===== config.mk =====
export PLATFORM = sky130hd
export DESIGN_NAME = threshold_report_scheduler
export DESIGN_NICKNAME = d
export VERILOG_FILES = /design/src/trs_pkg.sv /design/src/threshold_report_scheduler.sv /design/src/trs_cfg.sv /design/src/trs_engine.sv
export VERILOG_INCLUDE_DIRS = /design/src /design/src/src
export SDC_FILE = /design/constraint.sdc
export NUM_CORES = 1
export LEC_CHECK = 0
export BUFFER_PORTS_ARGS = -buffer_cell sky130_fd_sc_hd__clkbuf_2
export CAP_MARGIN = 10
export CORE_MARGIN = 3
export CORE_UTILIZATION = 30
export CTS_CLUSTER_DIAMETER = 30
export DETAILED_ROUTE_END_ITERATION = 7
export RECOVER_POWER = 100
export SYNTH_ARGS = -nofsm -noshare
export SYNTH_HDL_FRONTEND = slang
export SYNTH_SLANG_ARGS = --single-unit

===== constraint.sdc =====
create_clock -name clk -period 7.1 [get_ports clk]
set_clock_uncertainty 0.05 [all_clocks]
set_input_delay 1.065 -clock clk [delete_from_list [all_inputs] [get_ports clk]]
set_output_delay 1.065 -clock clk [all_outputs]
set_load 0.03 [all_outputs]

===== src/threshold_report_scheduler_assert.svh =====
// Assertion helpers shared by the scheduler RTL.
// Both expect clk and rst_n in scope.
`ifndef THRESHOLD_REPORT_SCHEDULER_ASSERT_SVH
`define THRESHOLD_REPORT_SCHEDULER_ASSERT_SVH

// Same-cycle implication.
`define TRS_ASSERT_NOW(lbl, ante, cons, msg) \
    lbl: assert property (@(posedge clk) disable iff (!rst_n) (ante) |-> (cons)) \
        else $error(msg);

// Next-cycle implication.
`define TRS_ASSERT_NEXT(lbl, ante, cons, msg) \
    lbl: assert property (@(posedge clk) disable iff (!rst_n) (ante) |=> (cons)) \
        else $error(msg);

`endif


===== src/trs_pkg.sv =====
package trs_pkg;

    localparam int VALUE_W     = 32;
    localparam int PERIOD_W    = 32;
    localparam int ENABLES_W   = 5;
    localparam int ACTION_W    = 2;
    localparam int CFG_INDEX_W = 3;
    localparam int CFG_DATA_W  = 32;

    // request kinds
    localparam logic [ACTION_W-1:0] ACT_VALUE = 2'd0;
    localparam logic [ACTION_W-1:0] ACT_TICK  = 2'd1;
    localparam logic [ACTION_W-1:0] ACT_ON    = 2'd2;
    localparam logic [ACTION_W-1:0] ACT_OFF   = 2'd3;

    // register indexes
    localparam logic [CFG_INDEX_W-1:0] REG_MIN_PERIOD = 3'd0;
    localparam logic [CFG_INDEX_W-1:0] REG_MAX_PERIOD = 3'd1;
    localparam logic [CFG_INDEX_W-1:0] REG_UPPER      = 3'd2;
    localparam logic [CFG_INDEX_W-1:0] REG_LOWER      = 3'd3;
    localparam logic [CFG_INDEX_W-1:0] REG_STEP       = 3'd4;
    localparam logic [CFG_INDEX_W-1:0] REG_ENABLES    = 3'd5;

    // attr_enables bits
    localparam int EN_PMIN_BIT = 0;
    localparam int EN_PMAX_BIT = 1;
    localparam int EN_GT_BIT   = 2;
    localparam int EN_LT_BIT   = 3;

    localparam logic [PERIOD_W-1:0] MIN_PERIOD_RESET = 32'd1000;

    typedef struct packed {
        logic        [PERIOD_W-1:0]  min_period_ms;
        logic        [PERIOD_W-1:0]  max_period_ms;
        logic signed [VALUE_W-1:0]   upper_threshold;
        logic signed [VALUE_W-1:0]   lower_threshold;
        logic signed [VALUE_W-1:0]   step_size;
        logic        [ENABLES_W-1:0] attr_enables;
    } trs_cfg_t;

    typedef struct packed {
        logic                      notify;
        logic signed [VALUE_W-1:0] report_value;
        logic                      observing;
    } trs_result_t;

endpackage


===== src/threshold_report_scheduler.sv =====
// An accepted request is held in the input register until the result register can take it.
// Throughput: one request per cycle while the output does not stall; each request updates the
// scheduler state in a single pass between the input register and the result register.
// A full result register with out_ready low stalls the input register, then in_ready.
// Reset (rst_n low, asynchronous) clears the engine state and pipeline valids and loads the
// register defaults: min period 1000, all other registers zero.
module threshold_report_scheduler
    import trs_pkg::*;
#(
    parameter int COUNT_WIDTH = 32
)
(
    input  logic                      clk,
    input  logic                      rst_n,
    input  logic                      cfg_we,
    input  logic [CFG_INDEX_W-1:0]    cfg_index,
    input  logic [CFG_DATA_W-1:0]     cfg_data,
    input  logic                      in_valid,
    output logic                      in_ready,
    input  logic [ACTION_W-1:0]       action,
    input  logic signed [VALUE_W-1:0] sample,
    output logic                      out_valid,
    input  logic                      out_ready,
    output logic                      notify,
    output logic signed [VALUE_W-1:0] report_value,
    output logic                      observing
);

    `include "threshold_report_scheduler_assert.svh"

    trs_cfg_t    cfg;
    trs_result_t result;

    logic                      s1_valid_reg, s1_valid_next;
    logic [ACTION_W-1:0]       s1_action_reg;
    logic signed [VALUE_W-1:0] s1_sample_reg;
    logic                      out_valid_reg, out_valid_next;
    trs_result_t               out_reg;

    logic in_accept;
    logic out_load;

    assign out_load  = s1_valid_reg && (!out_valid_reg || out_ready);
    assign in_ready  = !s1_valid_reg || out_load;
    assign in_accept = in_valid && in_ready;

    always_comb
    begin
        s1_valid_next = s1_valid_reg;
        if (in_accept)
            s1_valid_next = 1'b1;
        else if (out_load)
            s1_valid_next = 1'b0;

        out_valid_next = out_valid_reg;
        if (out_load)
            out_valid_next = 1'b1;
        else if (out_ready)
            out_valid_next = 1'b0;
    end

    trs_cfg u_cfg (
        .clk       (clk),
        .rst_n     (rst_n),
        .cfg_we    (cfg_we),
        .cfg_index (cfg_index),
        .cfg_data  (cfg_data),
        .cfg       (cfg)
    );

    trs_engine #(
        .COUNT_WIDTH (COUNT_WIDTH)
    ) u_engine (
        .clk    (clk),
        .rst_n  (rst_n),
        .step   (out_load),
        .action (s1_action_reg),
        .sample (s1_sample_reg),
        .cfg    (cfg),
        .result (result)
    );

    always_ff @(posedge clk or negedge rst_n)
    begin
        if (!rst_n)
        begin
            s1_valid_reg  <= 1'b0;
            out_valid_reg <= 1'b0;
        end
        else
        begin
            s1_valid_reg  <= s1_valid_next;
            out_valid_reg <= out_valid_next;
        end
    end

    always_ff @(posedge clk)
    begin
        if (in_accept)
        begin
            s1_action_reg <= action;
            s1_sample_reg <= sample;
        end
        if (out_load)
            out_reg <= result;
    end

    assign out_valid    = out_valid_reg;
    assign notify       = out_reg.notify;
    assign report_value = out_reg.report_value;
    assign observing    = out_reg.observing;

    `TRS_ASSERT_NOW(a_notify_observing, out_valid_reg && out_reg.notify, out_reg.observing,
                    "report while not observing")
    `TRS_ASSERT_NOW(a_stall_holds_request, !in_ready, s1_valid_reg,
                    "input stalled with empty stage")
    `TRS_ASSERT_NOW(a_result_from_request, $rose(out_valid_reg), $past(s1_valid_reg),
                    "result without request")

endmodule


===== src/trs_cfg.sv =====
module trs_cfg
    import trs_pkg::*;
(
    input  logic                   clk,
    input  logic                   rst_n,
    input  logic                   cfg_we,
    input  logic [CFG_INDEX_W-1:0] cfg_index,
    input  logic [CFG_DATA_W-1:0]  cfg_data,
    output trs_cfg_t               cfg
);

    localparam trs_cfg_t CFG_RESET = '{min_period_ms: MIN_PERIOD_RESET, default: '0};

    trs_cfg_t cfg_reg;
    trs_cfg_t cfg_next;

    always_comb
    begin
        cfg_next = cfg_reg;
        if (cfg_we)
        begin
            case (cfg_index)
                REG_MIN_PERIOD: cfg_next.min_period_ms   = cfg_data[PERIOD_W-1:0];
                REG_MAX_PERIOD: cfg_next.max_period_ms   = cfg_data[PERIOD_W-1:0];
                REG_UPPER:      cfg_next.upper_threshold = cfg_data[VALUE_W-1:0];
                REG_LOWER:      cfg_next.lower_threshold = cfg_data[VALUE_W-1:0];
                REG_STEP:       cfg_next.step_size       = cfg_data[VALUE_W-1:0];
                REG_ENABLES:    cfg_next.attr_enables    = cfg_data[ENABLES_W-1:0];
                default:        cfg_next = cfg_reg;
            endcase
        end
    end

    always_ff @(posedge clk or negedge rst_n)
    begin
        if (!rst_n)
        begin
            cfg_reg <= CFG_RESET;
        end
        else
        begin
            cfg_reg <= cfg_next;
        end
    end

    assign cfg = cfg_reg;

endmodule


===== src/trs_engine.sv =====
module trs_engine
    import trs_pkg::*;
#(
    parameter int COUNT_WIDTH = 32
)
(
    input  logic                      clk,
    input  logic                      rst_n,
    input  logic                      step,
    input  logic [ACTION_W-1:0]       action,
    input  logic signed [VALUE_W-1:0] sample,
    input  trs_cfg_t                  cfg,
    output trs_result_t               result
);

    `include "threshold_report_scheduler_assert.svh"

    localparam int LOAD_W = (COUNT_WIDTH > PERIOD_W) ? COUNT_WIDTH : PERIOD_W;
    localparam logic [COUNT_WIDTH-1:0] COUNT_ONE = COUNT_WIDTH'(1);

    logic signed [VALUE_W-1:0] cur_reg, cur_next;
    logic signed [VALUE_W-1:0] last_reg, last_next;
    logic signed [VALUE_W-1:0] band_high_reg, band_high_next;
    logic signed [VALUE_W-1:0] band_low_reg, band_low_next;
    logic                      active_reg, active_next;
    logic                      min_elapsed_reg, min_elapsed_next;
    logic                      max_elapsed_reg, max_elapsed_next;
    logic                      pending_reg, pending_next;
    logic                      out_of_range_reg, out_of_range_next;
    logic [COUNT_WIDTH-1:0]    min_count_reg, min_count_next;
    logic                      min_running_reg, min_running_next;
    logic [COUNT_WIDTH-1:0]    max_count_reg, max_count_next;
    logic                      max_running_reg, max_running_next;

    logic do_report;
    logic do_start;
    logic min_hit;
    logic max_hit;
    logic sent;

    function automatic logic [COUNT_WIDTH-1:0] load_count(input logic [PERIOD_W-1:0] p);
        logic [LOAD_W-1:0] pw;
        logic [LOAD_W-1:0] cmax;
        pw   = LOAD_W'(p);
        cmax = LOAD_W'({COUNT_WIDTH{1'b1}});
        return (pw > cmax) ? COUNT_WIDTH'(cmax) : COUNT_WIDTH'(pw);
    endfunction

    function automatic logic signed [VALUE_W-1:0] sat_sum(input logic signed [VALUE_W:0] s);
        if (s[VALUE_W] != s[VALUE_W-1])
            return s[VALUE_W] ? {1'b1, {(VALUE_W-1){1'b0}}} : {1'b0, {(VALUE_W-1){1'b1}}};
        return s[VALUE_W-1:0];
    endfunction

    function automatic logic passes(input logic signed [VALUE_W-1:0] v,
                                    input logic signed [VALUE_W-1:0] bh,
                                    input logic signed [VALUE_W-1:0] bl,
                                    input trs_cfg_t c);
        logic gt;
        logic lt;
        gt = c.attr_enables[EN_GT_BIT];
        lt = c.attr_enables[EN_LT_BIT];
        if (!(v >= bh || v <= bl))
            return 1'b0;
        if (gt && lt)
            return (v > c.upper_threshold) || (v < c.lower_threshold);
        if (lt)
            return v < c.lower_threshold;
        if (gt)
            return v > c.upper_threshold;
        return 1'b1;
    endfunction

    always_comb
    begin
        cur_next          = cur_reg;
        last_next         = last_reg;
        band_high_next    = band_high_reg;
        band_low_next     = band_low_reg;
        active_next       = active_reg;
        min_elapsed_next  = min_elapsed_reg;
        max_elapsed_next  = max_elapsed_reg;
        pending_next      = pending_reg;
        out_of_range_next = out_of_range_reg;
        min_count_next    = min_count_reg;
        min_running_next  = min_running_reg;
        max_count_next    = max_count_reg;
        max_running_next  = max_running_reg;
        do_report         = 1'b0;
        do_start          = 1'b0;
        min_hit           = 1'b0;
        max_hit           = 1'b0;
        sent              = 1'b0;

        case (action)
            ACT_VALUE:
            begin
                cur_next = sample;
                if (sample != last_reg && active_reg)
                begin
                    last_next = sample;
                    if (passes(sample, band_high_reg, band_low_reg, cfg))
                    begin
                        if (min_elapsed_reg)
                        begin
                            min_elapsed_next = 1'b0;
                            max_elapsed_next = 1'b0;
                            min_running_next = 1'b0;
                            max_running_next = 1'b0;
                            do_report        = 1'b1;
                        end
                        else if (out_of_range_reg)
                        begin
                            pending_next = 1'b1;
                            do_start     = 1'b1;
                        end
                        else
                        begin
                            pending_next = 1'b1;
                        end
                    end
                    else if (cfg.attr_enables[EN_GT_BIT] || cfg.attr_enables[EN_LT_BIT])
                    begin
                        out_of_range_next = 1'b1;
                        min_elapsed_next  = 1'b0;
                        max_elapsed_next  = 1'b0;
                        min_running_next  = 1'b0;
                        max_running_next  = 1'b0;
                    end
                end
            end
            ACT_TICK:
            begin
                if (max_running_reg)
                begin
                    if (max_count_reg != '0)
                        max_count_next = max_count_reg - COUNT_ONE;
                    if (max_count_reg <= COUNT_ONE)
                    begin
                        max_hit          = 1'b1;
                        max_running_next = 1'b0;
                    end
                end
                if (min_running_reg)
                begin
                    if (min_count_reg != '0)
                        min_count_next = min_count_reg - COUNT_ONE;
                    if (min_count_reg <= COUNT_ONE)
                    begin
                        min_hit          = 1'b1;
                        min_running_next = 1'b0;
                    end
                end
                // min expiry goes first; a report from it drops the max expiry
                if (min_hit)
                begin
                    if (pending_reg || (cfg.attr_enables[EN_PMAX_BIT:EN_PMIN_BIT] == 2'b01))
                    begin
                        pending_next     = 1'b0;
                        max_running_next = 1'b0;
                        max_hit          = 1'b0;
                        do_report        = 1'b1;
                    end
                    else
                    begin
                        min_elapsed_next = 1'b1;
                    end
                end
                if (max_hit)
                begin
                    max_elapsed_next = 1'b1;
                    if (min_elapsed_next)
                        do_report = 1'b1;
                end
            end
            ACT_ON, ACT_OFF:
            begin
                active_next      = (action == ACT_ON);
                pending_next     = 1'b0;
                min_elapsed_next = 1'b0;
                max_elapsed_next = 1'b0;
                min_running_next = 1'b0;
                max_running_next = 1'b0;
                if (action == ACT_ON)
                begin
                    if (passes(cur_reg, band_high_reg, band_low_reg, cfg))
                        do_start = 1'b1;
                    else
                        out_of_range_next = 1'b1;
                end
                else
                begin
                    last_next = '0;
                end
            end
            default:
            begin
                cur_next = cur_reg;
            end
        endcase

        // report while observing: re-center the step band on the current value
        if (do_report && active_next)
        begin
            min_elapsed_next  = 1'b0;
            max_elapsed_next  = 1'b0;
            out_of_range_next = 1'b0;
            band_high_next    = sat_sum((VALUE_W+1)'(cur_next) + (VALUE_W+1)'(cfg.step_size));
            band_low_next     = sat_sum((VALUE_W+1)'(cur_next) - (VALUE_W+1)'(cfg.step_size));
            sent              = 1'b1;
        end

        if ((do_report || do_start) && cfg.attr_enables != '0)
        begin
            if (cfg.min_period_ms != '0)
            begin
                min_count_next   = load_count(cfg.min_period_ms);
                min_running_next = 1'b1;
            end
            else
            begin
                min_elapsed_next = 1'b1;
            end
            if (cfg.max_period_ms != '0)
            begin
                max_count_next   = load_count(cfg.max_period_ms);
                max_running_next = 1'b1;
            end
        end
    end

    always_ff @(posedge clk or negedge rst_n)
    begin
        if (!rst_n)
        begin
            cur_reg          <= '0;
            last_reg         <= '0;
            band_high_reg    <= '0;
            band_low_reg     <= '0;
            active_reg       <= 1'b0;
            min_elapsed_reg  <= 1'b0;
            max_elapsed_reg  <= 1'b0;
            pending_reg      <= 1'b0;
            out_of_range_reg <= 1'b0;
            min_count_reg    <= '0;
            min_running_reg  <= 1'b0;
            max_count_reg    <= '0;
            max_running_reg  <= 1'b0;
        end
        else if (step)
        begin
            cur_reg          <= cur_next;
            last_reg         <= last_next;
            band_high_reg    <= band_high_next;
            band_low_reg     <= band_low_next;
            active_reg       <= active_next;
            min_elapsed_reg  <= min_elapsed_next;
            max_elapsed_reg  <= max_elapsed_next;
            pending_reg      <= pending_next;
            out_of_range_reg <= out_of_range_next;
            min_count_reg    <= min_count_next;
            min_running_reg  <= min_running_next;
            max_count_reg    <= max_count_next;
            max_running_reg  <= max_running_next;
        end
    end

    assign result.notify       = sent;
    assign result.report_value = cur_next;
    assign result.observing    = active_next;

    `TRS_ASSERT_NOW(a_pending_needs_active, pending_reg, active_reg, "pending while not observing")
    `TRS_ASSERT_NOW(a_min_count_live, min_running_reg, min_count_reg != '0, "min countdown ran dry")
    `TRS_ASSERT_NEXT(a_report_restarts_min, step && sent && cfg.min_period_ms != '0 && cfg.attr_enables != '0, min_running_reg, "report did not restart min countdown")

endmodule


==> impl_metrics.csv <==
group,metric,value,unit
critical_path,cp_data_arrival_time,6.80,ns
die,rows,111,
detailed_routing,drtIter0Drc,1969,
placement,placement.cell_area,29990,um2
critical_path,regToRegStartpoint,"u_engine.cur_reg[6]",
final_layout,drive_gt1_frac,0.1329,
logic_synthesis,yosys-top-cells-area,"dfrtp_1 32%, ha_1 15%, edfxtp_1 7.3%, mux2_2 6.6%, o21ai_0 4.6%",
sta,clock.fmax,156.0,MHz
critical_path,r2r_slack,0.69,ns
clock_network,cts.reportedPaths.clkPinSlew,0.05,ns
global_routing,grt_usage,0.1827,
critical_path,startpoint_type,"flop",
sta,fin_crit,6.409,ns
logic_synthesis,syn_nets,3371,
clock_network,htree_levels,3,
clock_network,cts_tree,"built",
logic_synthesis,yosys.area.top_type_share,0.3198,
global_routing,overflow,0,
clock_network,numCtsBuffers,110,
placement,port_buffers,109,
logic_synthesis,synth_commonest_cells,"359 x dfrtp_1, 327 x ha_1, 295 x nand2_1",
pwr,p_per_area,451.3,nW/um2
hold_path,min_from,"u_engine.band_high_reg[16]",
final_layout,final_nets,3497,
logic_synthesis,ys_ff_latch,433,
critical_path,reg2reg_to,"u_engine.max_count_reg[30]",
logic_synthesis,syn_area_per_cell,9.464,um2
global_routing,antenna_found_initial,4,
status,status,"complete, but fails checks",
clock_network,holdBufCountCts,0,
placement,place_inst,4225,
detailed_routing,first_pass_iters,6,
sta,finalHoldViolCount,0,
detailed_routing,drc,0,
logic_synthesis,synthesis.area,28090,um2
clock_network,cts_resized,0,
logic_synthesis,yosysUniqueCellTypes,88,
clock_network,root_buffer,"clkbuf_16",
hold_path,worstHoldPathType,"flop to flop",
logic_synthesis,synthFlopType,"dfrtp_1",
detailed_routing,drt_wl_total,89770,um
critical_path,path_max_fanout,69,
status,violations,"capacitance limit, slew limit",
logic_synthesis,synth_edf_count,68,
final_layout,finalNonFillerCells,4435,
die,ios,110,
global_routing,grt_pass1_vias,22957,
sta,relSlewSlack,-2.418,
job,cap_violations,12,
sta,fin_ws,0.6912,ns
die,die_w,312.0,um
critical_path,required,7.50,ns
global_routing,grt_max_degree,135,
detailed_routing,wl_per_cell,20.24,um
critical_path,path_class,"flop to flop",
critical_path,worstSetupEndpointType,"flop",
clock_network,clockBufferDepth,3,
logic_synthesis,async_flop_share,0.8430,
detailed_routing,via_per_inst,5.200,
sta,finalCritPeriodShare,0.9026,
sta,tns,0,ns
final_layout,largest_reg_flops,165,
die,dieArea,97330,um2
die,core_area,92220,um2
final_layout,final_cell_area,33640,um2
pwr,ir_worst_vdd,217.4,uV
sta,drv_slew,567,
placement,place_ws,1.057,ns
sta,whs,0.4315,ns
placement,dp_hpwl,66670,um
sta,setup_viol,0,
logic_synthesis,synth_seq_area_share,0.3981,
detailed_routing,drtAntennaViolNets,0,
sta,tightest_slew,5.127,ns
placement,routabilityCongestion,0.8894,
hold_path,hold_end,"u_engine.band_high_reg[16]",
logic_synthesis,ys_warn_count,0,
detailed_routing,vias,23062,
clock_network,clock_latency,0.67,ns
clock_network,cts_setup_buffers,0,
critical_path,startpoint,"u_engine.cur_reg[6]",
critical_path,rr_worst_depth,14,
final_layout,area_growth,19.75,%
die,dieHeight,312.0,um
logic_synthesis,syn_inst,2968,
logic_synthesis,synth.most_common_cell,"dfrtp_1",
hold_path,min_path_cells,2,
die,initial_core_util,0.3046,
pwr,p_leak,14.15,nW
logic_synthesis,yosysTopAreaCell,"dfrtp_1",
clock_network,cts_sinks,433,
sta,grt_setup_unrepaired,"no",
global_routing,grt_pass1_wl,138400,um
cells in the final DEF (no fill, tap or decap), types with 35 or more instances in the layout:
cell	count
xnor2_1	80
o21ai_0	268
dfrtp_1	359
nor3_1	47
nand3_1	61
nand2_1	295
mux2_2	136
a21oi_1	220
nor4_1	35
nor2_1	196
clkbuf_2	54
inv_1	222
ha_1	326
clkbuf_16	115
edfxtp_1	68
nand4_1	70
clkbuf_1	87
worst max-delay path by stage:
stage | endpoint | slack, ns | depth (start not counted)
floorplan | u_engine.band_low_reg[16] | 2.08 | 21
global placement | u_engine.band_high_reg[3] | 1.24 | 18
detailed placement | u_engine.band_high_reg[3] | 1.06 | 18
CTS | u_engine.band_high_reg[3] | 1.02 | 18
global route | u_engine.max_count_reg[30] | 0.35 | 14
finish | u_engine.max_count_reg[30] | 0.69 | 14
area by class of cell:
cell class | count | area, um2
fillers | 9285 | 58580
clock inverters | 59 | 721.9
inverters | 223 | 838.3
diodes | 2 | 5.005
clock buffers | 149 | 3115
repair buffers | 132 | 658.1
well taps | 1243 | 1555
flip-flops and latches | 433 | 11180
multi-input cells | 2194 | 15560
cell families (layout without fill, tap and decap cells):
logic type                 count (synthesis)  after routing  synth area share
and+or+nand+nor                          851            851            0.1447
AOI/OAI and AO/OA                        739            739            0.1603
DFF                                      433            433            0.3981
adders and majority gates                346            346            0.1535
buffers and inverters                    341            563           0.04780
muxes                                    172            172           0.06864
xor gates and xnor gates                  86             86           0.02682
other                                      0              2                 0
critical path: stages (launching register included):
cell and delay, ns:
dfrtp_1 0.49, ha_1 0.35, a21o_1 0.16, a21oi_1 0.24
o21ai_0 0.12, a211oi_1 0.61, o21ai_0 0.21, mux2_2 0.35
o41ai_1 0.71, a211oi_1 0.21, o22ai_1 0.94, clkbuf_2 1.04
nand2b_1 0.24, o32ai_1 0.31, a21oi_1 0.11
where the power goes:
group	internal [mW]	switching (mW)
registers	3.29	0.800
logic	2.45	3.54
clock network	3.52	1.58
total	9.26	5.92
through the flow:
step,power [mW],utilization
floorplan,8.287,-
detailed placement,10.04,0.3252
global placement,9.926,0.3252
finish,15.18,0.3647
CTS,15.25,0.3668
global route,16.29,0.3647
metal layers:
| metal | vias up | wire length, um | GRT usage |
|---|---|---|---|
| met1 | 11183 | 40200 | 0.2462 |
| met2 | 698 | 40440 | 0.2880 |
| met4 | 0 | 3861 | 0.08292 |
| met3 | 170 | 5260 | 0.02964 |
| li1 | 11011 | - | - |
| met5 | - | 0 | 0 |
No activity file was read; power rests on OpenSTA's default activity.
